--- src/rtl/abr_pkg.sv ---
`timescale 1ns / 1ps
// Shared types, register indexes and the rate clamp and preset lookup functions for the
// adaptive bitrate controller. No dependencies.
package abr_pkg;

	localparam int RateW  = 16;
	localparam int LossW  = 8;
	localparam int CountW = 8;
	localparam int LevelW = 2;
	localparam int CfgW   = 64;
	localparam int CfgIdxW = 3;

	localparam logic [CountW-1:0] CountMax = '1;

	typedef enum logic [CfgIdxW-1:0] {
		REG_STEADY_MAX    = 3'd0,
		REG_STEADY_MIN    = 3'd1,
		REG_CONG_MAX      = 3'd2,
		REG_CONG_MIN      = 3'd3,
		REG_STEP_SIZES    = 3'd4,
		REG_PRESET_RATES  = 3'd5,
		REG_STEADY_AFTER  = 3'd6,
		REG_MODE_FLAGS    = 3'd7
	} cfg_idx_t;

	typedef enum logic [LevelW-1:0] {
		LEVEL_LOW  = 2'd0,
		LEVEL_MED  = 2'd1,
		LEVEL_HIGH = 2'd2
	} level_t;

	typedef struct packed {
		logic [RateW-1:0]  steady_max;
		logic [RateW-1:0]  steady_min;
		logic [RateW-1:0]  cong_max;
		logic [RateW-1:0]  cong_min;
		logic [63:0]       step_sizes;
		logic [47:0]       preset_rates;
		logic [CountW-1:0] steady_after;
		logic [1:0]        mode_flags;
	} cfg_t;

	typedef struct packed {
		logic [RateW-1:0]  rate;
		level_t            level;
		logic              congested;
		logic [CountW-1:0] clean_count;
	} abr_state_t;

	typedef struct packed {
		logic [RateW-1:0] est_kbps;
		logic [RateW-1:0] enc_kbps;
		logic [LossW-1:0] loss;
	} report_t;

	typedef struct packed {
		logic              overrun;
		logic              congested;
		logic [LevelW-1:0] level;
		logic [RateW-1:0]  bitrate;
	} result_t;

	localparam logic [RateW-1:0]  SteadyMaxRst   = 16'd6000;
	localparam logic [RateW-1:0]  SteadyMinRst   = 16'd1000;
	localparam logic [RateW-1:0]  CongMaxRst     = 16'd2500;
	localparam logic [RateW-1:0]  CongMinRst     = 16'd250;
	localparam logic [CountW-1:0] SteadyAfterRst = 8'd10;
	localparam logic [1:0]        ModeFlagsRst   = 2'd1;

	// Take the candidate when it lies inside [lo, hi]; otherwise pull the
	// current rate back into range or hold it.
	function automatic logic [RateW-1:0] apply_rate(
		input logic             neg,
		input logic [RateW:0]   cand,
		input logic [RateW-1:0] cur,
		input logic [RateW-1:0] lo,
		input logic [RateW-1:0] hi
	);
		logic [RateW-1:0] res;
		if (!neg && cand >= {1'b0, lo} && cand <= {1'b0, hi}) begin
			res = cand[RateW-1:0];
		end else if (cur > hi) begin
			res = hi;
		end else if (cur < lo) begin
			res = lo;
		end else begin
			res = cur;
		end
		return res;
	endfunction

	function automatic logic [RateW-1:0] preset_of(
		input logic [47:0] presets,
		input level_t      lvl
	);
		logic [RateW-1:0] res;
		unique case (lvl)
			LEVEL_LOW:  res = presets[15:0];
			LEVEL_MED:  res = presets[31:16];
			LEVEL_HIGH: res = presets[47:32];
			default:    res = presets[15:0];
		endcase
		return res;
	endfunction

endpackage

--- src/rtl/abr_cfg_regs.sv ---
`timescale 1ns / 1ps
// Configuration register file of the adaptive bitrate controller.
// Depends on abr_pkg.
module abr_cfg_regs (
	input  logic                          clk,
	input  logic                          arst_n,
	input  logic                          cfg_we,
	input  logic [abr_pkg::CfgIdxW-1:0]   cfg_index,
	input  logic [abr_pkg::CfgW-1:0]      cfg_wdata,
	output abr_pkg::cfg_t                 cfg
);
	import abr_pkg::*;

	cfg_t cfg_q;

	always_ff @(posedge clk or negedge arst_n) begin
		if (!arst_n) begin
			cfg_q.steady_max   <= SteadyMaxRst;
			cfg_q.steady_min   <= SteadyMinRst;
			cfg_q.cong_max     <= CongMaxRst;
			cfg_q.cong_min     <= CongMinRst;
			cfg_q.step_sizes   <= '0;
			cfg_q.preset_rates <= '0;
			cfg_q.steady_after <= SteadyAfterRst;
			cfg_q.mode_flags   <= ModeFlagsRst;
		end else if (cfg_we) begin
			unique case (cfg_idx_t'(cfg_index))
				REG_STEADY_MAX:   cfg_q.steady_max   <= cfg_wdata[RateW-1:0];
				REG_STEADY_MIN:   cfg_q.steady_min   <= cfg_wdata[RateW-1:0];
				REG_CONG_MAX:     cfg_q.cong_max     <= cfg_wdata[RateW-1:0];
				REG_CONG_MIN:     cfg_q.cong_min     <= cfg_wdata[RateW-1:0];
				REG_STEP_SIZES:   cfg_q.step_sizes   <= cfg_wdata[63:0];
				REG_PRESET_RATES: cfg_q.preset_rates <= cfg_wdata[47:0];
				REG_STEADY_AFTER: cfg_q.steady_after <= cfg_wdata[CountW-1:0];
				REG_MODE_FLAGS:   cfg_q.mode_flags   <= cfg_wdata[1:0];
				default: ;
			endcase
		end
	end

	assign cfg = cfg_q;

endmodule

--- src/rtl/abr_update.sv ---
`timescale 1ns / 1ps
// Combinational state update for one link report: mode, limits, rate step,
// resolution move and result. Depends on abr_pkg.
module abr_update (
	input  abr_pkg::cfg_t       cfg,
	input  abr_pkg::abr_state_t cur,
	input  abr_pkg::report_t    rpt,
	output abr_pkg::abr_state_t nxt,
	output abr_pkg::result_t    res
);
	import abr_pkg::*;

	logic             cong_eff;
	logic [RateW-1:0] lim_max, lim_min, step_up, step_dn;
	logic             lossy, overrun, go_down;
	logic [RateW:0]   cand;
	logic             cand_neg;
	logic [RateW-1:0] rate1, rate2;
	logic [RateW-1:0] p0, p1, p2;
	logic             move;
	level_t           new_level;
	logic [RateW+1:0] enc_x2, est_x3;

	assign p0 = cfg.preset_rates[15:0];
	assign p1 = cfg.preset_rates[31:16];
	assign p2 = cfg.preset_rates[47:32];

	// 1.5x overrun check done exactly as 2*enc >= 3*est
	assign enc_x2  = {1'b0, rpt.enc_kbps, 1'b0};
	assign est_x3  = {1'b0, rpt.est_kbps, 1'b0} + {2'b00, rpt.est_kbps};
	assign overrun = cfg.mode_flags[0] && (enc_x2 >= est_x3);

	assign lossy    = (rpt.loss != '0);
	assign go_down  = lossy || overrun;
	assign cong_eff = (cur.clean_count >= cfg.steady_after) ? 1'b0 : cur.congested;

	always_comb begin
		if (cong_eff) begin
			lim_max = cfg.cong_max;
			lim_min = cfg.cong_min;
			step_up = cfg.step_sizes[47:32];
			step_dn = cfg.step_sizes[63:48];
		end else begin
			lim_max = cfg.steady_max;
			lim_min = cfg.steady_min;
			step_up = cfg.step_sizes[15:0];
			step_dn = cfg.step_sizes[31:16];
		end
	end

	always_comb begin
		if (go_down) begin
			cand     = {1'b0, cur.rate} - {1'b0, step_dn};
			cand_neg = cand[RateW];
		end else begin
			cand     = {1'b0, cur.rate} + {1'b0, step_up};
			cand_neg = 1'b0;
		end
	end

	assign rate1 = apply_rate(cand_neg, cand, cur.rate, lim_min, lim_max);

	always_comb begin
		move      = 1'b0;
		new_level = cur.level;
		if (go_down) begin
			if (cur.level == LEVEL_HIGH && rate1 < p1) begin
				move      = 1'b1;
				new_level = LEVEL_MED;
			end else if (cur.level == LEVEL_MED && rate1 < p0) begin
				move      = 1'b1;
				new_level = LEVEL_LOW;
			end
		end else begin
			if (cur.level == LEVEL_LOW && rate1 > p1) begin
				move      = 1'b1;
				new_level = LEVEL_MED;
			end else if (cur.level == LEVEL_MED && rate1 > p2) begin
				move      = 1'b1;
				new_level = LEVEL_HIGH;
			end
		end
		// hold the level when resolution is pinned
		if (cfg.mode_flags[1]) begin
			move      = 1'b0;
			new_level = cur.level;
		end
	end

	// reload the new level's preset through the same clamp
	assign rate2 = move
		? apply_rate(1'b0, {1'b0, preset_of(cfg.preset_rates, new_level)},
			rate1, lim_min, lim_max)
		: rate1;

	always_comb begin
		nxt.rate      = rate2;
		nxt.level     = new_level;
		nxt.congested = lossy ? 1'b1 : cong_eff;
		if (lossy) begin
			nxt.clean_count = '0;
		end else if (cur.clean_count != CountMax) begin
			nxt.clean_count = cur.clean_count + 1'b1;
		end else begin
			nxt.clean_count = cur.clean_count;
		end
	end

	assign res.bitrate   = rate2;
	assign res.level     = new_level;
	assign res.congested = nxt.congested;
	assign res.overrun   = overrun;

endmodule

--- src/rtl/adaptive_bitrate_controller.sv ---
`timescale 1ns / 1ps
// Top level of the adaptive bitrate controller: input register, state and
// result register around abr_update. Depends on abr_pkg, abr_cfg_regs, abr_update.

// One link report in, one result out. A report is registered on acceptance,
// processed when the result register is free or being emptied (state and
// result register load together) and offered on the master side from there.
// A new report can be taken every cycle while the sink does not stall. The
// whole state update is a single pass of adds and compares between the report
// register and the result register; the result register lets the next report
// enter while a result still waits for the sink. No clearing pass after reset.
module adaptive_bitrate_controller (
	input  logic        clk,
	input  logic        arst_n,
	// input reports
	input  logic        s_axis_tvalid,
	output logic        s_axis_tready,
	input  logic [39:0] s_axis_tdata,  // loss_fraction[7:0], encoder_rate_kbps[23:8],
	                                   // estimated_rate_kbps[39:24]
	// results
	output logic        m_axis_tvalid,
	input  logic        m_axis_tready,
	output logic [23:0] m_axis_tdata,  // bitrate_kbps[15:0], resolution_level[17:16],
	                                   // congested[18], overrun_warning[19], zero[23:20]
	// configuration
	input  logic                          cfg_we,
	input  logic [abr_pkg::CfgIdxW-1:0]   cfg_index,
	input  logic [abr_pkg::CfgW-1:0]      cfg_wdata
);
	import abr_pkg::*;

	cfg_t       cfg;
	report_t    rpt_s1;
	logic       valid_s1;
	abr_state_t state_q, state_nxt;
	result_t    res_nxt, res_s2;
	logic       valid_s2;
	logic       advance;

	abr_cfg_regs u_cfg (
		.clk       (clk),
		.arst_n    (arst_n),
		.cfg_we    (cfg_we),
		.cfg_index (cfg_index),
		.cfg_wdata (cfg_wdata),
		.cfg       (cfg)
	);

	abr_update u_update (
		.cfg (cfg),
		.cur (state_q),
		.rpt (rpt_s1),
		.nxt (state_nxt),
		.res (res_nxt)
	);

	// move the held report into the result stage when that stage frees up
	assign advance       = valid_s1 && (!valid_s2 || m_axis_tready);
	assign s_axis_tready = !valid_s1 || advance;

	always_ff @(posedge clk or negedge arst_n) begin
		if (!arst_n) begin
			valid_s1 <= 1'b0;
		end else if (s_axis_tready) begin
			valid_s1 <= s_axis_tvalid;
		end
	end

	always_ff @(posedge clk) begin
		if (s_axis_tvalid && s_axis_tready) begin
			rpt_s1 <= report_t'(s_axis_tdata);
		end
	end

	always_ff @(posedge clk or negedge arst_n) begin
		if (!arst_n) begin
			state_q.rate        <= '0;
			state_q.level       <= LEVEL_LOW;
			state_q.congested   <= 1'b0;
			state_q.clean_count <= '0;
			valid_s2            <= 1'b0;
		end else begin
			if (advance) begin
				state_q <= state_nxt;
			end
			if (advance) begin
				valid_s2 <= 1'b1;
			end else if (m_axis_tready) begin
				valid_s2 <= 1'b0;
			end
		end
	end

	always_ff @(posedge clk) begin
		if (advance) begin
			res_s2 <= res_nxt;
		end
	end

	assign m_axis_tvalid = valid_s2;
	assign m_axis_tdata  = {4'b0000, res_s2};

`ifndef SYNTHESIS
	a_level_valid: assert property (@(posedge clk) disable iff (!arst_n)
		state_q.level != 2'd3)
		else $error("resolution level left its range");

	a_empty_ready: assert property (@(posedge clk) disable iff (!arst_n)
		!valid_s1 |-> s_axis_tready)
		else $error("input stalled with empty report register");

	a_lossy_clears: assert property (@(posedge clk) disable iff (!arst_n)
		advance && rpt_s1.loss != '0 |=> state_q.clean_count == '0 && state_q.congested)
		else $error("lossy report did not clear run count or set congested");

	a_clean_counts: assert property (@(posedge clk) disable iff (!arst_n)
		advance && rpt_s1.loss == '0 |=> state_q.clean_count != '0)
		else $error("loss-free report did not advance run count");

	a_fixed_level: assert property (@(posedge clk) disable iff (!arst_n)
		advance && cfg.mode_flags[1] |=> state_q.level == $past(state_q.level))
		else $error("level moved while resolution is fixed");

	a_result_state: assert property (@(posedge clk) disable iff (!arst_n)
		advance |=> res_s2.bitrate == state_q.rate && res_s2.level == state_q.level)
		else $error("result disagrees with stored state");
`endif

endmodule

--- config.mk ---
export PLATFORM = sky130hd
export DESIGN_NAME = adaptive_bitrate_controller
export DESIGN_NICKNAME = d
export VERILOG_FILES = /design/src/rtl/abr_pkg.sv /design/src/rtl/abr_cfg_regs.sv /design/src/rtl/abr_update.sv /design/src/rtl/adaptive_bitrate_controller.sv
export SDC_FILE = /design/constraint.sdc
export NUM_CORES = 1
export LEC_CHECK = 0
export BUFFER_PORTS_ARGS = -buffer_cell sky130_fd_sc_hd__buf_2
export CAP_MARGIN = 20
export CORE_UTILIZATION = 40
export CTS_BUF_LIST = sky130_fd_sc_hd__clkbuf_4
export CTS_CLUSTER_DIAMETER = 30
export DETAILED_ROUTE_END_ITERATION = 16
export SLEW_MARGIN = 25
export SYNTH_ARGS = -nofsm -noshare
export SYNTH_HDL_FRONTEND = slang
export SYNTH_SLANG_ARGS = --single-unit
--- constraint.sdc ---
create_clock -name clk -period 27.2 [get_ports clk]
set_input_delay 0 -clock clk [delete_from_list [all_inputs] [get_ports clk]]
set_output_delay 0 -clock clk [all_outputs]
set_load 0.03 [all_outputs]
==> run metrics <==
Routed WL per cell=23.2 um; initial antenna violation count=12; HPWL after DPL=48.8 mm; Vias per Instance=5.74; Worst Skew=0.0779 ns; Detail Route Antenna Nets=0; Cell Rows=80; worst r2r path cells=58; fillers=4,288; die width=223 um; Critical Path Source Type=flip-flop; crit share post-route=60.4%; Mapped Area=19,500 um2; DR iter-0 viols=1,154; Ys Warns=0; PortBufs=133; commonest cells after routing, fill and taps aside=244 x ha_1, 236 x mux2_2, 202 x dlygate4sd3_1; post-layout minimum cycle time=16.42 ns; Post-synth EDFFs=60; Hold Path Stages=3; CP Data Required Time=27.74 ns; Num CTS Buffers=81; Congestion Overflow GR=0; Clock Latency Late Sink=0.84 ns; crit path max-delay cell type=a21oi_1; Hold WC Path Type=in -> reg; Buffers & Inverters on Critical Path=2; Clock Tree Buf Depth=3; pin count of the biggest net entering global routing=84; maxcap violations=0; crit path DAT=16.97 ns; f_max=0.0609 GHz; FF-to-FF Start=rpt_s1[25]; relative slew slack=30.6%; area added between synthesis and finish=23.9%; max incr delay on CP=1.03 ns; First-pass DRT Iterations=5; Synth cell types=98; post_cts resized=0; core area=47,900 um2; Most common cell on crit path=a21oi_1; maximum fanout along the worst path=32; capture point of the worst reg-to-reg path=m_axis_tdata[1]; buffer count from post-CTS setup fixing=0; Post-Synthesis Cells=1,818; status=finished, final reports clean; nets@finish=2,574; sequential share of the synthesized area=36.9%; Top delay family on crit path=compound AO/OA/AOI/OAI gates; first-pass GRT wire length=102 mm; RSZ-0062 raised after global routing=no; clk sinks=275; leading cell type in the layout, fill and taps excluded=ha_1; CP Capture Type=flip-flop; Hold Path Sink=u_cfg.cfg[86]; Final Hold Violating Endpoints=0; number of H-tree levels=3; Clock Pin Slew Worst Setup and Hold Paths=0.07 ns; Synth Register Bits=275; Via Count=16,700; Routed Wire Length=67.3 mm; GRT Total Usage=27.3%; Worst-Margin Slew=1.03 ns; HP Start=cfg_wdata[28]; root buffer cell=clkbuf_4; main flop type after synthesis=dfrtp_1; async set-reset flop share out of synthesis=78.2%; max-slew violation count=0; Finish-stage setup viols=0; residual DRC count=0; worst reg2reg setup slack=10.78 ns; RD Place Congestion=0.997; vias in the first global route=17,000; CTS tree=done; layout cell share with drive strength beyond 1=27.6%; CP Class=reg -> reg; die height=223 um; DIE AREA=49,800 um2; Initial Util=40.8%; TNS Setup=0 ns; Synth Area per Inst=10.8 um2; I/O pin count=138
==> worst max-delay path by stage <==
stage	from	endpoint	slack (ns)	cells past startpoint
2_1_floorplan	u_cfg.cfg[3]	m_axis_tdata[2]	15.03	60
3_3_place_gp	rpt_s1[25]	m_axis_tdata[1]	11.49	58
3_5_place_dp	rpt_s1[25]	m_axis_tdata[1]	11.26	58
4_1_cts	rpt_s1[25]	m_axis_tdata[1]	11.09	58
5_1_grt	rpt_s1[25]	m_axis_tdata[1]	9.67	55
6_report	rpt_s1[25]	m_axis_tdata[1]	10.78	58
==> logic make-up (layout without fill, tap and decap cells) <==
group | after synthesis | after routing | share of synthesized area, %
adder cells (fa/ha/maj) | 247 | 247 | 15.9
flip-flops | 275 | 275 | 36.9
multiplexers | 290 | 290 | 16.4
XOR/XNOR | 41 | 41 | 1.84
AND/OR/NAND/NOR | 388 | 388 | 10.2
other | 1 | 15 | 0.0192
buffers and inverters | 165 | 627 | 3.75
AO/OA/AOI/OAI | 411 | 411 | 14.9
==> area by class of cell <==
type / instances / area, um2 / share of cell area [%]
antenna: 11 / 27.5 / 0.114
clock buffer: 114 / 856 / 3.53
clock inverter: 37 / 299 / 1.23
inverter: 102 / 383 / 1.58
multi-input combinational: 1381 / 11700 / 48.1
sequential: 275 / 7220 / 29.8
tap: 615 / 769 / 3.18
timing repair buffer: 374 / 3010 / 12.4
==> tightest hold or removal path: stages <==
cell	delay [ns]
dlygate4sd3_1	0.53
buf_2	0.15
mux2_2	0.15
==> routing by layer <==
| metal | up-vias | global-route usage, % | routed length (um) | part of all wire, % |
|---|---|---|---|---|
| met3 | 194 | 4.97 | 4110 | 6.1 |
| met2 | 628 | 43.8 | 30900 | 46 |
| met1 | 8197 | 35.3 | 29200 | 43 |
| met4 | 2 | 13.6 | 3150 | 4.7 |
| li1 | 7671 | - | - | - |
| met5 | - | 0 | 9 | 0.013 |
==> sequential cells by signal, indices dropped and copies added, names as in the netlist <==
register and cells:
m_axis_tdata 20, m_axis_tvalid 1, rpt_s1 40, state_q 27, u_cfg.cfg 186, valid_s1 1
==> stage by stage <==
step,setup slack [ns],area (um2),util [%],hold slack [ns],instances
global placement,11.49,21000,43.8,0.0271,2544
global route,9.67,24200,50.5,-0.0176,2909
CTS,11.09,24200,50.5,0.000934,2898
finish,10.78,24200,50.5,0.0471,2909
floorplan,15.03,19600,-,-0.296,1821
detailed placement,11.26,21000,43.8,0.0305,2544
==> cell usage after synthesis, drive strengths merged (20+ instances only) <==
cell type / instances / share of area [%]
dfrtp: 188 / 24
a21o: 33 / 1.3
mux2: 239 / 14
clkbuf: 38 / 0.73
o21ai: 57 / 1.5
inv: 102 / 2.0
nand3: 25 / 0.67
edfxtp: 60 / 9.2
dfstp: 27 / 3.6
nand2b: 21 / 0.67
nor2b: 20 / 0.64
a211oi: 28 / 1.5
mux2i: 51 / 2.6
o31ai: 23 / 0.96
and2: 20 / 0.64
buf: 23 / 0.96
nor2: 101 / 2.0
ha: 244 / 16
a21oi: 136 / 3.7
xnor2: 23 / 1.0
nand2: 78 / 1.5
nand4: 36 / 1.2
nor3: 26 / 0.72
==> repair_timing <==
| item | 4_1_cts | 5_1_grt |
|---|---|---|
| hold endpoints to repair | 396 | 0 |
| setup endpoints to repair | 0 | 0 |
| hold buffers | 203 | 0 |
Power is not shown: default switching activity piles up to over one toggle a cycle in this logic, so the estimate is an artifact.
